<file path="src/rtl/core/yuvrgb_pkg.sv">
package yuvrgb_pkg;

  // BT.601 coefficients, signed Q2.16 fixed point (18 bits)
  localparam logic signed [17:0] ScaleVCh0 = 18'sd91881;
  localparam logic signed [17:0] ScaleUCh1 = -18'sd22553;
  localparam logic signed [17:0] ScaleVCh1 = -18'sd46801;
  localparam logic signed [17:0] ScaleUCh2 = 18'sd116129;

  localparam int TermW = 25;  // chroma product / sum width, signed
  localparam int SumW  = 27;  // luma + chroma term, signed

  localparam int CfgAddrW = 3;
  localparam logic [0:0] RegOutputMode = 1'b0;

  typedef enum logic {
    MODE_RGB888 = 1'b0,
    MODE_RGB565 = 1'b1
  } out_mode_t;

  typedef struct packed {
    logic [7:0] luma_top_left;
    logic [7:0] luma_top_right;
    logic [7:0] luma_bottom_left;
    logic [7:0] luma_bottom_right;
    logic [7:0] chroma_u;
    logic [7:0] chroma_v;
  } in_item_t;

  typedef struct packed {
    logic [23:0] pixel_top_left;
    logic [23:0] pixel_top_right;
    logic [23:0] pixel_bottom_left;
    logic [23:0] pixel_bottom_right;
  } out_item_t;

  typedef struct packed {
    logic signed [TermW-1:0] t0;
    logic signed [TermW-1:0] t1;
    logic signed [TermW-1:0] t2;
  } chroma_terms_t;

  typedef struct packed {
    logic [3:0][7:0] luma;   // [0] top left .. [3] bottom right
    chroma_terms_t   terms;
  } stage1_t;

endpackage

</file>
<file path="src/rtl/core/yuv420_block_to_rgb.sv">
// Channel | Dir | Handshake            | Payload
// in_     | in  | in_valid / in_stall  | in_data  (in_item_t: 4 lumas, U, V)
// out_    | out | out_valid / out_stall| out_data (out_item_t: 4 pixels)
// cfg     | in  | psel/penable/pready  | paddr, pwdata, prdata (output_mode)
//
// Chroma products register in stage 1, then four pixel lanes feed the
// output register. One block per cycle sustained while out_stall is low.
// rst_n is synchronous, active low; clears valids and output_mode.
// A stalled output holds; stage 1 still takes a transaction if it is empty,
// so in_stall rises only when both stages are full and out_stall is high.
module yuv420_block_to_rgb (
  input  logic                                 clk,
  input  logic                                 rst_n,
  // block input
  input  logic                                 in_valid,
  output logic                                 in_stall,
  input  yuvrgb_pkg::in_item_t                 in_data,
  // pixel output
  output logic                                 out_valid,
  input  logic                                 out_stall,
  output yuvrgb_pkg::out_item_t                out_data,
  // register port
  input  logic                                 psel,
  input  logic                                 penable,
  input  logic                                 pwrite,
  input  logic [yuvrgb_pkg::CfgAddrW-1:0]      paddr,
  input  logic [31:0]                          pwdata,
  output logic [31:0]                          prdata,
  output logic                                 pready
);

  // ---------------- register port ----------------
  yuvrgb_pkg::out_mode_t mode_r;
  yuvrgb_pkg::out_mode_t mode_nxt;
  logic                  cfg_wr;

  assign pready = 1'b1;
  assign cfg_wr = psel & penable & pwrite & pready
                & (paddr[yuvrgb_pkg::CfgAddrW-1:2] == yuvrgb_pkg::RegOutputMode);
  assign mode_nxt = cfg_wr ? yuvrgb_pkg::out_mode_t'(pwdata[0]) : mode_r;
  assign prdata   = {31'd0, mode_r};

  always_ff @(posedge clk) begin
    if (!rst_n) begin
      mode_r <= yuvrgb_pkg::MODE_RGB888;
    end else begin
      mode_r <= mode_nxt;
    end
  end

  // ---------------- pipeline control ----------------
  logic s1_valid_r;
  logic s1_valid_nxt;
  logic out_valid_r;
  logic out_valid_nxt;
  logic out_ready;   // output register can take a transaction this cycle
  logic s1_ready;
  logic in_accept;

  assign out_ready = ~out_valid_r | ~out_stall;
  assign s1_ready  = ~s1_valid_r | out_ready;
  assign in_accept = in_valid & s1_ready;
  assign in_stall  = ~s1_ready;

  always_comb begin
    priority if (in_accept) begin
      s1_valid_nxt = 1'b1;
    end else if (out_ready) begin
      s1_valid_nxt = 1'b0;
    end else begin
      s1_valid_nxt = s1_valid_r;
    end
    out_valid_nxt = out_ready ? s1_valid_r : out_valid_r;
  end

  always_ff @(posedge clk) begin
    if (!rst_n) begin
      s1_valid_r  <= 1'b0;
      out_valid_r <= 1'b0;
    end else begin
      s1_valid_r  <= s1_valid_nxt;
      out_valid_r <= out_valid_nxt;
    end
  end

  // ---------------- stage 1: shared chroma terms ----------------
  yuvrgb_pkg::stage1_t s1_q;

  yuvrgb_chroma u_chroma (
    .clk     (clk),
    .load    (in_accept),
    .in_item (in_data),
    .stage_q (s1_q)
  );

  // ---------------- stage 2: four pixel lanes ----------------
  logic [3:0][23:0] lane_pix;

  for (genvar k = 0; k < 4; k++) begin : g_lane
    yuvrgb_lane u_lane (
      .luma  (s1_q.luma[k]),
      .terms (s1_q.terms),
      .mode  (mode_r),
      .pixel (lane_pix[k])
    );
  end

  // ---------------- merge into output register ----------------
  yuvrgb_pkg::out_item_t out_data_r;
  yuvrgb_pkg::out_item_t out_data_nxt;

  always_comb begin
    out_data_nxt.pixel_top_left     = lane_pix[0];
    out_data_nxt.pixel_top_right    = lane_pix[1];
    out_data_nxt.pixel_bottom_left  = lane_pix[2];
    out_data_nxt.pixel_bottom_right = lane_pix[3];
  end

  always_ff @(posedge clk) begin
    if (out_ready & s1_valid_r) begin
      out_data_r <= out_data_nxt;
    end
  end

  assign out_valid = out_valid_r;
  assign out_data  = out_data_r;

endmodule

</file>
<file path="src/rtl/core/yuvrgb_chroma.sv">
// Shared chroma products for the block, plus the lumas, into stage 1 registers.
module yuvrgb_chroma (
  input  logic                 clk,
  input  logic                 load,
  input  yuvrgb_pkg::in_item_t in_item,
  output yuvrgb_pkg::stage1_t  stage_q
);

  logic signed [7:0] u_s;
  logic signed [7:0] v_s;
  logic signed [yuvrgb_pkg::TermW-1:0] p_v0;
  logic signed [yuvrgb_pkg::TermW-1:0] p_u1;
  logic signed [yuvrgb_pkg::TermW-1:0] p_v1;
  logic signed [yuvrgb_pkg::TermW-1:0] p_u2;
  yuvrgb_pkg::stage1_t stage_r;
  yuvrgb_pkg::stage1_t stage_nxt;

  // x - 128 for offset binary is just the MSB inverted
  assign u_s = signed'({~in_item.chroma_u[7], in_item.chroma_u[6:0]});
  assign v_s = signed'({~in_item.chroma_v[7], in_item.chroma_v[6:0]});

  assign p_v0 = v_s * yuvrgb_pkg::ScaleVCh0;
  assign p_u1 = u_s * yuvrgb_pkg::ScaleUCh1;
  assign p_v1 = v_s * yuvrgb_pkg::ScaleVCh1;
  assign p_u2 = u_s * yuvrgb_pkg::ScaleUCh2;

  always_comb begin
    stage_nxt.luma[0]  = in_item.luma_top_left;
    stage_nxt.luma[1]  = in_item.luma_top_right;
    stage_nxt.luma[2]  = in_item.luma_bottom_left;
    stage_nxt.luma[3]  = in_item.luma_bottom_right;
    stage_nxt.terms.t0 = p_v0;
    stage_nxt.terms.t1 = p_u1 + p_v1;
    stage_nxt.terms.t2 = p_u2;
  end

  always_ff @(posedge clk) begin
    if (load) begin
      stage_r <= stage_nxt;
    end
  end

  assign stage_q = stage_r;

endmodule

</file>
<file path="src/rtl/core/yuvrgb_lane.sv">
// One pixel lane: add scaled luma to the shared terms, clip, pack.
module yuvrgb_lane (
  input  logic                      [7:0] luma,
  input  yuvrgb_pkg::chroma_terms_t       terms,
  input  yuvrgb_pkg::out_mode_t           mode,
  output logic                     [23:0] pixel
);

  localparam int SumW = yuvrgb_pkg::SumW;

  function automatic logic [7:0] clip_byte(input logic signed [SumW-1:0] s);
    logic [7:0] r;
    if (s[SumW-1]) begin
      r = 8'h00;
    end else if (|s[SumW-2:24]) begin
      r = 8'hff;
    end else begin
      r = s[23:16];   // sums at or below 0xffff land on 0 here too
    end
    return r;
  endfunction

  logic signed [SumW-1:0] y_sc;
  logic signed [SumW-1:0] s0;
  logic signed [SumW-1:0] s1;
  logic signed [SumW-1:0] s2;
  logic [7:0] c0;
  logic [7:0] c1;
  logic [7:0] c2;

  assign y_sc = signed'({3'b000, luma, 16'h0000});
  assign s0   = y_sc + SumW'(terms.t0);
  assign s1   = y_sc + SumW'(terms.t1);
  assign s2   = y_sc + SumW'(terms.t2);
  assign c0   = clip_byte(s0);
  assign c1   = clip_byte(s1);
  assign c2   = clip_byte(s2);

  always_comb begin
    unique case (mode)
      yuvrgb_pkg::MODE_RGB565: pixel = {8'h00, c2[7:3], c1[7:2], c0[7:3]};
      yuvrgb_pkg::MODE_RGB888: pixel = {c2, c1, c0};
      default:                 pixel = {c2, c1, c0};
    endcase
  end

endmodule

</file>
<file path="config.mk">
export PLATFORM = sky130hd
export DESIGN_NAME = yuv420_block_to_rgb
export DESIGN_NICKNAME = d
export VERILOG_FILES = /design/src/rtl/core/yuvrgb_pkg.sv /design/src/rtl/core/yuv420_block_to_rgb.sv /design/src/rtl/core/yuvrgb_chroma.sv /design/src/rtl/core/yuvrgb_lane.sv
export SDC_FILE = /design/constraint.sdc
export NUM_CORES = 1
export LEC_CHECK = 0
export BUFFER_PORTS_ARGS = -buffer_cell sky130_fd_sc_hd__buf_2
export CAP_MARGIN = 40
export CORE_ASPECT_RATIO = 1.25
export CORE_MARGIN = 4
export CORE_UTILIZATION = 40
export CTS_BUF_LIST = sky130_fd_sc_hd__clkbuf_8 sky130_fd_sc_hd__clkbuf_16
export CTS_CLUSTER_DIAMETER = 50
export CTS_CLUSTER_SIZE = 10
export DETAILED_ROUTE_END_ITERATION = 10
export GPL_TIMING_DRIVEN = 0
export PLACE_DENSITY = 0.56
export RECOVER_POWER = 50
export SLEW_MARGIN = 20
export SYNTH_ARGS = -nofsm -noshare
export SYNTH_HDL_FRONTEND = slang
export SYNTH_SLANG_ARGS = --single-unit
</file>
<file path="constraint.sdc">
create_clock -name clk -period 8.3 [get_ports clk]
set_input_delay 0 -clock clk [delete_from_list [all_inputs] [get_ports clk]]
set_output_delay 0 -clock clk [all_outputs]
set_load 0.05 [all_outputs]
</file>
# --- Word level (Yosys, flattened, before mapping) ---
# Cells that the tools add are included.
word_totals:
  regBits: 206
  inputBits: 90
  out_inout_bits: 131
  wordCells: 89
classes:
  addsub: 13
  mul: 4
  muxes: 30
  bitwise_logic: 15
  n_reduce_logical: 13
ops:
  columns: ["operator", "n"]
  rows:
  - ["$add 25x25->26", 12]
  - ["$mux 8", 24]
  - ["$pmux 24 s2", 4]
  - ["$mul 8x18->25 const B", 2]
  - ["$add 25x25->25", 1]
  - ["$mul 8x17->25 const B", 1]
  - ["$mul 8x16->24 const B", 1]
  - ["$reduce_or 2->1", 12]
  - ["$not 1->1", 8]
  - ["$and 1x1->1", 5]
  - ["$mux 1", 2]
  - ["$or 1x1->1", 2]
  - ["$reduce_bool 2->1", 1]

# --- Depth between registers and ports, before layout ---
# Gate-level depths: netlist (run 1).
depth:
  depth_word: 5
  ltp_mapped: 32
  mapped_depth_nobuf: 32

# --- By module ---
# Synthesis (run 1) repeated with hierarchy kept, for this count alone.
unflattened:
  cells_unflattened: 2125
  area_unflattened_um2: 21883.5
modules_own_cells:
  columns: ["mod", "instances", "cells_each", "area_each_um2", "seq_area_each_um2"]
  rows:
  - ["yuvrgb_chroma", 1, 1097, 12559.5, 3213.1]
  - ["yuvrgb_lane", 4, 221, 1514.0, 0.0]
  - ["yuv420_block_to_rgb", 1, 144, 3268.1, 2942.8]

# --- Worst setup path before layout (run 1) ---
# Ideal clock, no wire load.
synth_timing:
  path_type: "reg-to-reg"
  startpoint: "reg out_valid_r, in the netlist out_valid"
  endpoint: "reg out_data_r (netlist bit out_data[0]), enable pin"
  setup_ns: 0.696
  t_arrival_ns: 7.447
  t_required_ns: 7.604
  slack_ns: 0.157
  stages_incl_launch_ff: 2
  n_path_buf: 0
  synth_period_minus_slack_ns: 8.143
  cell_sequence: "dfxtp_1 -> a21boi_0"
synth_via:
  elab_chain_cells: 3
synth_rtl:
  columns: ["element", "line", "source"]
  rows:
  - ["start, declared", "yuv420_block_to_rgb.sv:54", "logic out_valid_r;"]
  - ["start signal, assigned", "yuv420_block_to_rgb.sv:82", "out_valid_r <= out_valid_nxt;"]
  - ["$not 1->1", "yuv420_block_to_rgb.sv:60", "assign out_ready = ~out_valid_r | ~out_stall;"]
  - ["$or 1x1->1", "yuv420_block_to_rgb.sv:60", null]
  - ["$and 1x1->1", "yuv420_block_to_rgb.sv:120", "if (out_ready & s1_valid_r) begin"]
  - ["end signal, assigned", "yuv420_block_to_rgb.sv:121", "out_data_r <= out_data_nxt;"]
  - ["end, declared", "yuv420_block_to_rgb.sv:109", "yuvrgb_pkg::out_item_t out_data_r;"]
# Every way passes these cells.
# A chain may end at the register's enable or synchronous reset.

==> metrics.md, run 1 <==
| Metric | Value |
|---|---|
| Largest cells by area after synthesis | `sky130_fd_sc_hd__edfxtp_1 (24%), sky130_fd_sc_hd__ha_1 (21%), sky130_fd_sc_hd__fa_1 (18%), sky130_fd_sc_hd__inv_1 (5.6%), sky130_fd_sc_hd__xnor2_1 (3.6%)` |
| Row count | `89` |
| Total wire length | `51,900 µm` |
| Commonest cells in the synthesized netlist | `sky130_fd_sc_hd__ha_1 (328), sky130_fd_sc_hd__inv_1 (287), sky130_fd_sc_hd__fa_1 (172)` |
| Clock buffer depth | `2` |
| Sequential cell area fraction in the yosys report | `24.7%` |
| Max H-tree Level | `4` |
| Area of the multi-input gates | `about 13,000 µm²` |
| Core area | `approximately 47,000 µm²` |
| Most common cell type on the critical path | `sky130_fd_sc_hd__fa_1` |
| Overall overflow remaining after global route | `0` |
| Final standard cell area without fillers | `around 22,000 µm²` |
| Vias in the first global route | `between 10,000 and 15,000` |
| I/O pin count | `221` |
| Share of Yosys cell area claimed by the top area cell type | `~24%` |
| Die outline height | `252 µm` |
| Register cell area after layout | `between 4000 and 5000 µm²` |
| DP HPWL | `around 43,000 µm` |
| WP data arrival | `slightly above 8 ns` |
| Most area-hungry cell type in the Yosys netlist | `sky130_fd_sc_hd__edfxtp_1` |
| Layout net count | `roughly 2,700` |
| Global-route wire length before repair | `between 80,000 and 90,000 µm` |
| Initial DRT Pass Iterations | `5` |
| Final antenna-violating net count | `0` |
| Synthesized flop and latch total | `158` |
| Via total after detailed routing | `14,300` |
| # DRC | `0` |
| MaxCap Viol Count | `2` |
| GPL Wtd Cong | `roughly 0.90` |
| Sinks on Clock Net | `roughly 160` |
| CTS tree | `built` |
| Path class of the lowest-slack min-delay path | `in2reg` |
| EDFF count, synth | `155` |
| Count of distinct cell types in the synthesized netlist | `70` |
| Number of inserted diodes | `0` |
| Delay-heaviest family, CP | `adder cells` |
| Total global routing track utilization | `20.2%` |
| Placed instance area | `~21,000 µm²` |
| Count of mapped cells out of synthesis | `1,888` |
| Highest fanout seen on the critical path | `6` |
| Nature of the critical path endpoint | `flip-flop` |
| Starting DRC count in detailed routing | `about 540` |
| Share of cells above drive strength 1 | `between 7 and 8%` |
| Layout Area Growth over Synthesis | `14.3%` |
| Synthesized area per cell | `around 10 µm²` |
| Final max-slew violation count | `21` |
| Full die area | `approximately 50,000 µm²` |
| CTS Buf Count | `17` |
| Async set or reset register ratio after synthesis | `0%` |
| Vias per std cell | `just over 5` |
| Worst slew margin | `-87.9%` |
| Number of failing hold endpoints at the final stage | `0` |
| Initial antenna violation count | `0` |
| Type of the worst setup path | `in2reg` |
| Setup skew after layout | `between 0.01 and 0.015 ns` |
| Clock network latency to the later pin of the worst-skew pair | `0.44 ns` |
| Result of the run | `finished, violations left` |
| Cell chosen for the clock root | `sky130_fd_sc_hd__clkbuf_16` |
| Effective utilization at floorplan | `around two fifths` |
| Total buffers and inverters traversed by the critical path | `5` |
| Max Clock Freq | `about 130 MHz` |
| Largest stage delay on the critical path | `0.60 ns` |
| Transition time of the tightest slew-check pin | `2.79 ns` |
| Setup-failing EPs final | `0` |
| Fill cell count | `approximately 4,600` |
| Crit path time final | `between 7 and 8 ns` |
| Most frequent cell after synthesis | `sky130_fd_sc_hd__ha_1` |
| Routed WL per cell | `approximately 19 µm` |
| Port-buffer cells | `between 150 and 200` |
| Final period utilization | `around 96%` |
| Slowest-stage cell, CP | `sky130_fd_sc_hd__fa_2` |
| Warning count from the yosys run | `0` |
| Dominant synthesized flop cell | `sky130_fd_sc_hd__edfxtp_1` |
| Worst Path Required | `roughly 8.5 ns` |
| CTS clock-pin slew for the worst setup and hold paths | `0.06 ns` |
| Critical path launch point type | `input port` |
| Largest net degree at the start of global routing | `30` |
| Violated checks | `capacitance limit, slew limit` |
| Cell area after technology mapping | `19,100 µm²` |
| Chip Width | `just over 200 µm` |
==> metal layers <==
metal / global-route usage, % / wire [µm] / up-vias
li1: - / - / 7017
met1: 25.0 / 21900 / 6919
met2: 36.9 / 26900 / 268
met3: 2.07 / 1560 / 67
met4: 6.77 / 1590 / 0
met5: 0 / 0 / -
==> per-stage QoR <==
stage	hold slack [ns]	setup slack (ns)	std cells	utilization, %	TNS [ns]
finish	0.0501	0.346	2794	46.3	0
global route	0.0385	-0.0177	2794	46.3	-0.0177
CTS	0.00326	0.0354	2783	46.4	0
detailed placement	0.178	-0.772	2716	44.4	-1.31
global placement	0.179	-2.34	2710	44.1	-225.04
floorplan	0.0989	0.157	1918	-	0
==> cells in the final DEF, fill, tap and decap left out, types with 6 or more instances in the layout <==
master | Yosys | layout
sky130_fd_sc_hd__o21ai_1 | 6 | 7
sky130_fd_sc_hd__xnor2_1 | 79 | 79
sky130_fd_sc_hd__a31oi_1 | 15 | 15
sky130_fd_sc_hd__clkbuf_16 | 0 | 17
sky130_fd_sc_hd__a21o_1 | 31 | 31
sky130_fd_sc_hd__dlygate4sd3_1 | 0 | 36
sky130_fd_sc_hd__and3_1 | 9 | 9
sky130_fd_sc_hd__nand3_1 | 13 | 13
sky130_fd_sc_hd__conb_1 | 2 | 32
sky130_fd_sc_hd__o2bb2ai_1 | 6 | 6
sky130_fd_sc_hd__nor3_1 | 17 | 17
sky130_fd_sc_hd__buf_4 | 33 | 43
sky130_fd_sc_hd__nor2b_1 | 35 | 35
sky130_fd_sc_hd__or3_1 | 15 | 15
sky130_fd_sc_hd__o21ai_0 | 67 | 66
sky130_fd_sc_hd__mux2i_1 | 6 | 6
sky130_fd_sc_hd__o31a_1 | 8 | 8
sky130_fd_sc_hd__nor2_1 | 154 | 154
sky130_fd_sc_hd__a211oi_1 | 13 | 11
sky130_fd_sc_hd__xor2_1 | 41 | 41
sky130_fd_sc_hd__nand2_1 | 60 | 60
sky130_fd_sc_hd__ha_1 | 328 | 326
sky130_fd_sc_hd__o21a_1 | 21 | 21
sky130_fd_sc_hd__o22ai_1 | 28 | 28
sky130_fd_sc_hd__clkbuf_1 | 15 | 123
sky130_fd_sc_hd__inv_1 | 287 | 286
sky130_fd_sc_hd__fa_1 | 172 | 170
sky130_fd_sc_hd__edfxtp_1 | 155 | 155
sky130_fd_sc_hd__o21bai_1 | 8 | 8
sky130_fd_sc_hd__a21oi_1 | 130 | 130
sky130_fd_sc_hd__o31ai_1 | 7 | 7
sky130_fd_sc_hd__nand2b_1 | 18 | 18
sky130_fd_sc_hd__a211oi_2 | 5 | 6
sky130_fd_sc_hd__or2_2 | 9 | 9
sky130_fd_sc_hd__buf_2 | 0 | 47
==> worst paths after layout <==
kind,start,end,slack [ns],cells past startpoint
hold / removal,in_data[7],u_chroma.stage_q[74],0.05,2
setup reg to reg,s1_valid_r,out_data[66],4.35,3
setup / recovery,in_data[15],u_chroma.stage_q[49],0.35,30
hold reg to reg,s1_valid_r,out_valid,0.52,2
==> sequential cells by signal, summed over array words and instances, names as in the netlist <==
register / cells
mode_r: 1
out_data: 96
out_valid: 1
s1_valid_r: 1
u_chroma.stage_q: 59
==> final cells by class <==
| cell class | count | area share (%) |
|---|---|---|
| repair buffers | 208 | 5.44 |
| well taps | 637 | 3.65 |
| multi-input cells | 1424 | 60.2 |
| clock buffers | 17 | 1.95 |
| flip-flops and latches | 158 | 21.6 |
| plain buffers | 48 | 1.39 |
| inverters | 288 | 4.98 |
| clock inverters | 14 | 0.773 |
==> repair_timing <==
item	CTS	global route
hold buffers	36	0
resized for setup	4	11
buffers inserted	0	10
endpoints found under the setup margin	2	2
pin swaps	0	5
hold endpoints to repair	35	0
==> kinds of logic (layout without fill, tap and decap cells) <==
| kind of cell | after synthesis | in the layout | share of synthesized area [%] |
|---|---|---|---|
| xor+xnor | 120 | 120 | 5.50 |
| flops | 158 | 158 | 24.7 |
| mux | 11 | 11 | 0.609 |
| fa+ha+maj | 501 | 501 | 39.5 |
| compound gates | 397 | 397 | 13.3 |
| other cells | 2 | 32 | 0.0393 |
| buf+inv | 336 | 575 | 7.25 |
| simple gates | 363 | 363 | 9.09 |
Power of run 1 is left out: the tool's default activity adds up to more than one toggle a clock period on the data nets, which glitch-free logic cannot reach.
==> run 2: changes to the inputs <==
Settings changed: CAP_MARGIN 40 to unset.
Clock period 8.3 ns to 7.13 ns, I/O delays scaled along.
==> run 2 against run 1 <==
The flow finishes with violations (capacitance limit, slew limit, setup timing). Worst setup slack lost 0.56 ns. Design area up 4.1%. Hold slack improved by 0.012 ns. Critical path depth grew 18. Routed wire length increased by 1.9%. Clock skew is 0.00081 ns higher. First-iteration DRC count rose by 17%. Non-clock buffer count rose by 55. Count of clock-buffer cells in the layout up 2. Critical endpoint is now u_chroma.stage_q[24].
==> metrics.md, run 2 (synthesized netlist as in run 1, its figures left out) <==
| Metric | Value |
|---|---|
| Transition time of the tightest slew-check pin | `1.52 ns (was 2.79 ns)` |
| Pre-CTS WS | `-1.07 ns (was -0.772 ns)` |
| Row count | `89 (unchanged)` |
| CTS clock-pin slew for the worst setup and hold paths | `0.07 ns (was 0.06 ns)` |
| GPL Wtd Cong | `0.913 (was 0.901)` |
| Depth of the worst hold-timing path | `2 (unchanged)` |
| Worst slew margin | `-1.29% (was -87.9%)` |
| Cell chosen for the clock root | `sky130_fd_sc_hd__clkbuf_16 (unchanged)` |
| Core area | `47,200 µm² (unchanged)` |
| Largest stage delay on the critical path | `0.61 ns (was 0.60 ns)` |
| Initial DRT Pass Iterations | `5 (unchanged)` |
| I/O pin count | `221 (unchanged)` |
| Number of failing hold endpoints at the final stage | `0 (unchanged)` |
| Sinks on Clock Net | `158 (unchanged)` |
| Final antenna-violating net count | `0 (unchanged)` |
| Critical path launch point type | `input port (unchanged)` |
| Worst Path Required | `7.32 ns (was 8.47 ns)` |
| Vias per std cell | `5.14 (was 5.11)` |
| Full die area | `51,400 µm² (unchanged)` |
| Port-buffer cells | `155 (unchanged)` |
| Die outline height | `252 µm (unchanged)` |
| Start point of the critical path | `in_data[14] (was in_data[15])` |
| Via total after detailed routing | `14,700 (was 14,300)` |
| Type of the worst setup path | `in2reg (unchanged)` |
| Slowest-stage cell, CP | `sky130_fd_sc_hd__fa_2 (unchanged)` |
| Layout Area Growth over Synthesis | `19.0% (was 14.3%)` |
| Crit path time final | `7.34 ns` |
| Total wire length | `52,900 µm (was 51,900 µm)` |
| Number of inserted diodes | `0 (unchanged)` |
| MaxCap Viol Count | `1 (was 2)` |
| Most common library cell in the layout ignoring fill and taps | `sky130_fd_sc_hd__ha_1 (unchanged)` |
| Post-placement cell count | `2,716 (unchanged)` |
| Post-Layout Cell Count | `2,850 (was 2,794)` |
| Vias in the first global route | `15,200 (was 14,900)` |
| CTS Buf Count | `17 (unchanged)` |
| Final period utilization | `103%` |
| Clock network latency to the later pin of the worst-skew pair | `0.44 ns (about the same)` |
| WP data arrival | `7.53 ns (was 8.13 ns)` |
| Max H-tree Level | `4 (unchanged)` |
| Path class of the lowest-slack min-delay path | `in2reg (unchanged)` |
| Flip-flop count of the largest register after layout | `96 (unchanged)` |
| DP HPWL | `43,200 µm (was 43,100 µm)` |
| Worst hold slack | `0.0618 ns (was 0.0501 ns)` |
| Number of cells on the worst reg-to-reg path | `9 (was 3)` |
| Share of cells above drive strength 1 | `12.4% (was 7.37%)` |
| Result of the run | `finished, violations left (unchanged)` |
| Violated checks | `capacitance limit, slew limit, setup timing (was capacitance limit, slew limit)` |
| Register-to-register setup slack | `3.57 ns (was 4.35 ns)` |
| Overall overflow remaining after global route | `0 (unchanged)` |
| Highest fanout seen on the critical path | `5 (was 6)` |
| Setup skew after layout | `0.0110 ns (was 0.0102 ns)` |
| Launch instance of the worst min-delay path | `in_data[7] (unchanged)` |
| Reg2reg start | `u_chroma.stage_q[42] (was s1_valid_r)` |
| Setup repair after global routing missed its margin | `true` |
| Clock buffer depth | `2 (unchanged)` |
| Global-route wire length before repair | `81,700 µm (was 81,100 µm)` |
| Nature of the critical path endpoint | `flip-flop (unchanged)` |
| Leading cell types in the layout, fill and taps excluded | `sky130_fd_sc_hd__ha_1 (304), sky130_fd_sc_hd__inv_1 (276), sky130_fd_sc_hd__fa_1 (168) (was sky130_fd_sc_hd__ha_1 (326), sky130_fd_sc_hd__inv_1 (286), sky130_fd_sc_hd__fa_1 (170))` |
| Largest net degree at the start of global routing | `29 (was 30)` |
| Starting DRC count in detailed routing | `628 (was 539)` |
| Max Clock Freq | `136 MHz` |
| Initial antenna violation count | `0 (unchanged)` |
| Total global routing track utilization | `20.4% (was 20.2%)` |
| Routed WL per cell | `18.6 µm (about the same)` |
| Worst Slack Setup Final | `-0.211 ns (was 0.346 ns)` |
| Chip Width | `204 µm (unchanged)` |
| Min-Delay Endpoint | `u_chroma.stage_q[74] (unchanged)` |
| CTS tree | `built (unchanged)` |
| # DRC | `0 (unchanged)` |
| Endpoint of the worst-slack reg-to-reg timing path | `out_data[30] (was out_data[66])` |
| Layout net count | `2,790 (was 2,735)` |
| Final max-slew violation count | `25 (was 21)` |
| Setup-failing EPs final | `4 (was 0)` |
| Most common cell type on the critical path | `sky130_fd_sc_hd__buf_4 (was sky130_fd_sc_hd__fa_1)` |
| Effective utilization at floorplan | `40.5% (unchanged)` |
[run 2: worst max-delay path, delay by kind of cell]
kind,cells,cell delay (ns)
buffers and inverters,37,4.38
AO/OA/AOI/OAI,4,0.82
AND/OR/NAND/NOR,2,0.25
adder cells (fa/ha/maj),5,2.08
[run 2: layout make-up]
type / instances / area [µm²]
plain buffers: 48 / 304
clock buffers: 19 / 453
clock inverters: 13 / 92.6
inverters: 288 / 1090
fillers: 4509 / 24500
multi-input cells: 1424 / 13600
well taps: 637 / 797
flip-flops and latches: 158 / 4710
repair buffers: 263 / 1640
[run 2: layer usage]
| metal | up-vias | GRT usage [%] | routed length (µm) |
|---|---|---|---|
| li1 | 7138 | - | - |
| met3 | 98 | 2.39 | 1880 |
| met1 | 7081 | 24.6 | 21600 |
| met5 | - | 0 | 0 |
| met4 | 0 | 7.56 | 1930 |
| met2 | 343 | 37.4 | 27600 |
[run 2: what timing repair did]
item,CTS,global route
endpoints found under the setup margin,8,11
hold buffers,37,0
pin swaps,33,60
cloned,0,0
resized for setup,41,56
buffers inserted,49,16
hold endpoints to repair,39,0
[run 2: worst max path at each step]
stage,to,slack [ns],cells past startpoint
floorplan,u_chroma.stage_q[49],-0.08,29
global placement,u_chroma.stage_q[49],-1.03,28
detailed placement,u_chroma.stage_q[49],-1.07,29
CTS,u_chroma.stage_q[49],-0.25,29
global route,u_chroma.stage_q[24],-0.39,48
finish,u_chroma.stage_q[24],-0.21,48
[run 2: stage by stage]
| stage | TNS, ns | util, % | instance area (µm²) |
|---|---|---|---|
| 4_1_cts | -0.394 | 47.7 | 22500 |
| 6_report | -0.380 | 48.2 | 22700 |
| 3_5_place_dp | -6.47 | 44.7 | 21100 |
| 3_3_place_gp | -14.01 | 44.3 | 20900 |
| 2_1_floorplan | -0.0796 | - | 19400 |
| 5_1_grt | -1.48 | 48.2 | 22700 |
Power of run 2 is left out for the same reason.
==> run 3: changes to the inputs <==
Settings changed: PLACE_DENSITY 0.56 to 0.54.
Clock period 7.13 ns to 8.67 ns, I/O delays scaled along.
==> run 3 against run 2 <==
The flow finishes with violations (capacitance limit, slew limit). Global-route usage shrank 0.095 points. Flip-flop and latch count stayed put. Hold slack better by 0.20 ns. Register-to-register slack gained 1.5 ns. Critical path type unchanged.
==> metrics.md, run 3 (synthesized netlist as in run 1, its figures left out) <==
| Metric | Value |
|---|---|
| Setup-failing EPs final | `0 (was 4)` |
| DP HPWL | `43,500 µm (was 43,200 µm)` |
| Type of the worst setup path | `in2reg (unchanged)` |
| CTS tree | `built (unchanged)` |
| Core area | `47,200 µm² (unchanged)` |
| CTS Buf Count | `17 (unchanged)` |
| Final antenna-violating net count | `0 (unchanged)` |
| Clock network latency to the later pin of the worst-skew pair | `0.46 ns (was 0.44 ns)` |
| Clock buffer depth | `2 (unchanged)` |
| Endpoint of the worst-slack reg-to-reg timing path | `out_data[30] (unchanged)` |
| Leading cell types in the layout, fill and taps excluded | `sky130_fd_sc_hd__ha_1 (328), sky130_fd_sc_hd__inv_1 (289), sky130_fd_sc_hd__fa_1 (171) (was sky130_fd_sc_hd__ha_1 (304), sky130_fd_sc_hd__inv_1 (276), sky130_fd_sc_hd__fa_1 (168))` |
| Most common cell type on the critical path | `sky130_fd_sc_hd__fa_1 (was sky130_fd_sc_hd__buf_4)` |
| Effective utilization at floorplan | `40.5% (unchanged)` |
| Row count | `89 (unchanged)` |
| Violated checks | `capacitance limit, slew limit (was capacitance limit, slew limit, setup timing)` |
| Depth of the worst hold-timing path | `2 (unchanged)` |
| Number of post-CTS setup repair buffers | `0 (was 49)` |
| Register-to-register setup slack | `5.11 ns (was 3.57 ns)` |
| Port-buffer cells | `155 (unchanged)` |
| Worst Path Required | `8.85 ns (was 7.32 ns)` |
| Reg2reg start | `u_chroma.stage_q[42] (unchanged)` |
| Highest fanout seen on the critical path | `8 (was 5)` |
| Number of inserted diodes | `0 (unchanged)` |
| Slowest-stage cell, CP | `sky130_fd_sc_hd__fa_1 (was sky130_fd_sc_hd__fa_2)` |
| Critical path launch point type | `input port (unchanged)` |
| Crit path time final | `~8.3 ns` |
| Vias in the first global route | `14,700 (was 15,200)` |
| Final standard cell area without fillers | `21,800 µm² (was 22,700 µm²)` |
| Total buffers and inverters traversed by the critical path | `5 (was 37)` |
| Number of failing hold endpoints at the final stage | `0 (unchanged)` |
| Via total after detailed routing | `14,200 (was 14,700)` |
| # DRC | `0 (unchanged)` |
| Min-Delay Endpoint | `u_chroma.stage_q[99] (was u_chroma.stage_q[74])` |
| Initial DRT Pass Iterations | `4 (was 5)` |
| Flip-flop count of the largest register after layout | `96 (unchanged)` |
| Delay-heaviest family, CP | `adder cells (was buffers and inverters)` |
| Max Clock Freq | `roughly 120 MHz` |
| Transition time of the tightest slew-check pin | `1.53 ns (was 1.52 ns)` |
| Final max-slew violation count | `25 (unchanged)` |
| Result of the run | `finished, violations left (unchanged)` |
| Total global routing track utilization | `20.3% (was 20.4%)` |
| Cell chosen for the clock root | `sky130_fd_sc_hd__clkbuf_16 (unchanged)` |
| I/O pin count | `221 (unchanged)` |
| Sinks on Clock Net | `158 (unchanged)` |
| GPL Wtd Cong | `0.889 (was 0.913)` |
| Max H-tree Level | `4 (unchanged)` |
| Nature of the critical path endpoint | `flip-flop (unchanged)` |
| Die outline height | `252 µm (unchanged)` |
| Largest stage delay on the critical path | `0.64 ns (was 0.61 ns)` |
| Layout net count | `2,728 (was 2,790)` |
| WP data arrival | `8.52 ns (was 7.53 ns)` |
| Routed WL per cell | `18.6 µm (about the same)` |
| Share of cells above drive strength 1 | `6.56% (was 12.4%)` |
| CTS clock-pin slew for the worst setup and hold paths | `0.06 ns (was 0.07 ns)` |
| Number of cells on the worst reg-to-reg path | `9 (unchanged)` |
| Most common library cell in the layout ignoring fill and taps | `sky130_fd_sc_hd__ha_1 (unchanged)` |
| Launch instance of the worst min-delay path | `in_data[16] (was in_data[7])` |
| MaxCap Viol Count | `1 (unchanged)` |
| Setup repair after global routing missed its margin | `false (was true)` |
| Starting DRC count in detailed routing | `538 (was 628)` |
| Initial antenna violation count | `0 (unchanged)` |
| Placed instance area | `21,000 µm² (was 21,100 µm²)` |
| Vias per std cell | `5.11 (was 5.14)` |
| Final period utilization | `between 90% and 100%` |
| Layout Area Growth over Synthesis | `13.9% (was 19.0%)` |
| Global-route wire length before repair | `80,800 µm (was 81,700 µm)` |
| Setup skew after layout | `0.0117 ns (was 0.0110 ns)` |
| Largest net degree at the start of global routing | `29 (unchanged)` |
| Chip Width | `204 µm (unchanged)` |
| Worst slew margin | `-2.04% (was -1.29%)` |
| Full die area | `51,400 µm² (unchanged)` |
| Overall overflow remaining after global route | `0 (unchanged)` |
| Path class of the lowest-slack min-delay path | `in2reg (unchanged)` |
| Total wire length | `51,900 µm (was 52,900 µm)` |
==> run 3: cell count changes in the layout (fill, tap and decap cells not counted), moves of 5 or more <==
cell / delta
sky130_fd_sc_hd__buf_4: -65
sky130_fd_sc_hd__inv_1: +13
sky130_fd_sc_hd__a21oi_1: +7
sky130_fd_sc_hd__inv_2: -9
sky130_fd_sc_hd__buf_2: +8
sky130_fd_sc_hd__ha_1: +24
sky130_fd_sc_hd__o21ai_0: +6
sky130_fd_sc_hd__ha_4: -22
sky130_fd_sc_hd__a21oi_2: -5
sky130_fd_sc_hd__clkinvlp_4: -5
==> run 3: layout make-up <==
type,count,area (µm²)
Buffer,48,304
Clock buffer,17,425
Clock inverter,15,174
Fill cell,4650,25500
Inverter,288,1080
Multi-Input combinational cell,1424,13100
Sequential cell,158,4710
Tap cell,637,797
Timing Repair Buffer,201,1130
==> run 3: metal layers <==
metal	global-route usage (%)	vias to the layer above	wire [µm]	part of all wire [%]
li1	-	6991	-	-
met3	1.72	65	1640	3.2
met5	0	-	0	0
met2	36.7	301	26600	51
met4	7.54	0	1690	3.3
met1	25.4	6888	22000	42
==> run 3: stage by stage <==
stage	setup WS, ns	utilization (%)	setup TNS, ns	std cells	hold WS [ns]
after floorplan	0.527	-	0	1918	0.0989
after global placement	-2.08	44.1	-199.41	2710	0.181
after detailed placement	-0.422	44.4	-0.523	2716	0.180
after CTS	0.0353	46.5	0	2788	0.236
after global routing	0.00544	46.1	0	2788	0.248
final	0.332	46.1	0	2788	0.261
==> run 3: worst max path at each step <==
| stage | from | to | slack, ns | cells past startpoint |
|---|---|---|---|---|
| 2_1_floorplan | out_valid | out_data[0] | 0.53 | 1 |
| 3_3_place_gp | s1_valid_r | out_data[66] | -2.08 | 1 |
| 3_5_place_dp | in_data[10] | u_chroma.stage_q[49] | -0.42 | 29 |
| 4_1_cts | in_data[10] | u_chroma.stage_q[49] | 0.04 | 29 |
| 5_1_grt | in_data[13] | u_chroma.stage_q[49] | 0.005 | 30 |
| 6_report | in_data[13] | u_chroma.stage_q[49] | 0.33 | 30 |
==> run 3: repair_timing <==
action / CTS / global route
hold buffers: 40 / 0
endpoints found under the hold margin: 44 / 0
endpoints found under the setup margin: 0 / 2
resized for setup: 0 / 3
Power of run 3 is left out for the same reason.
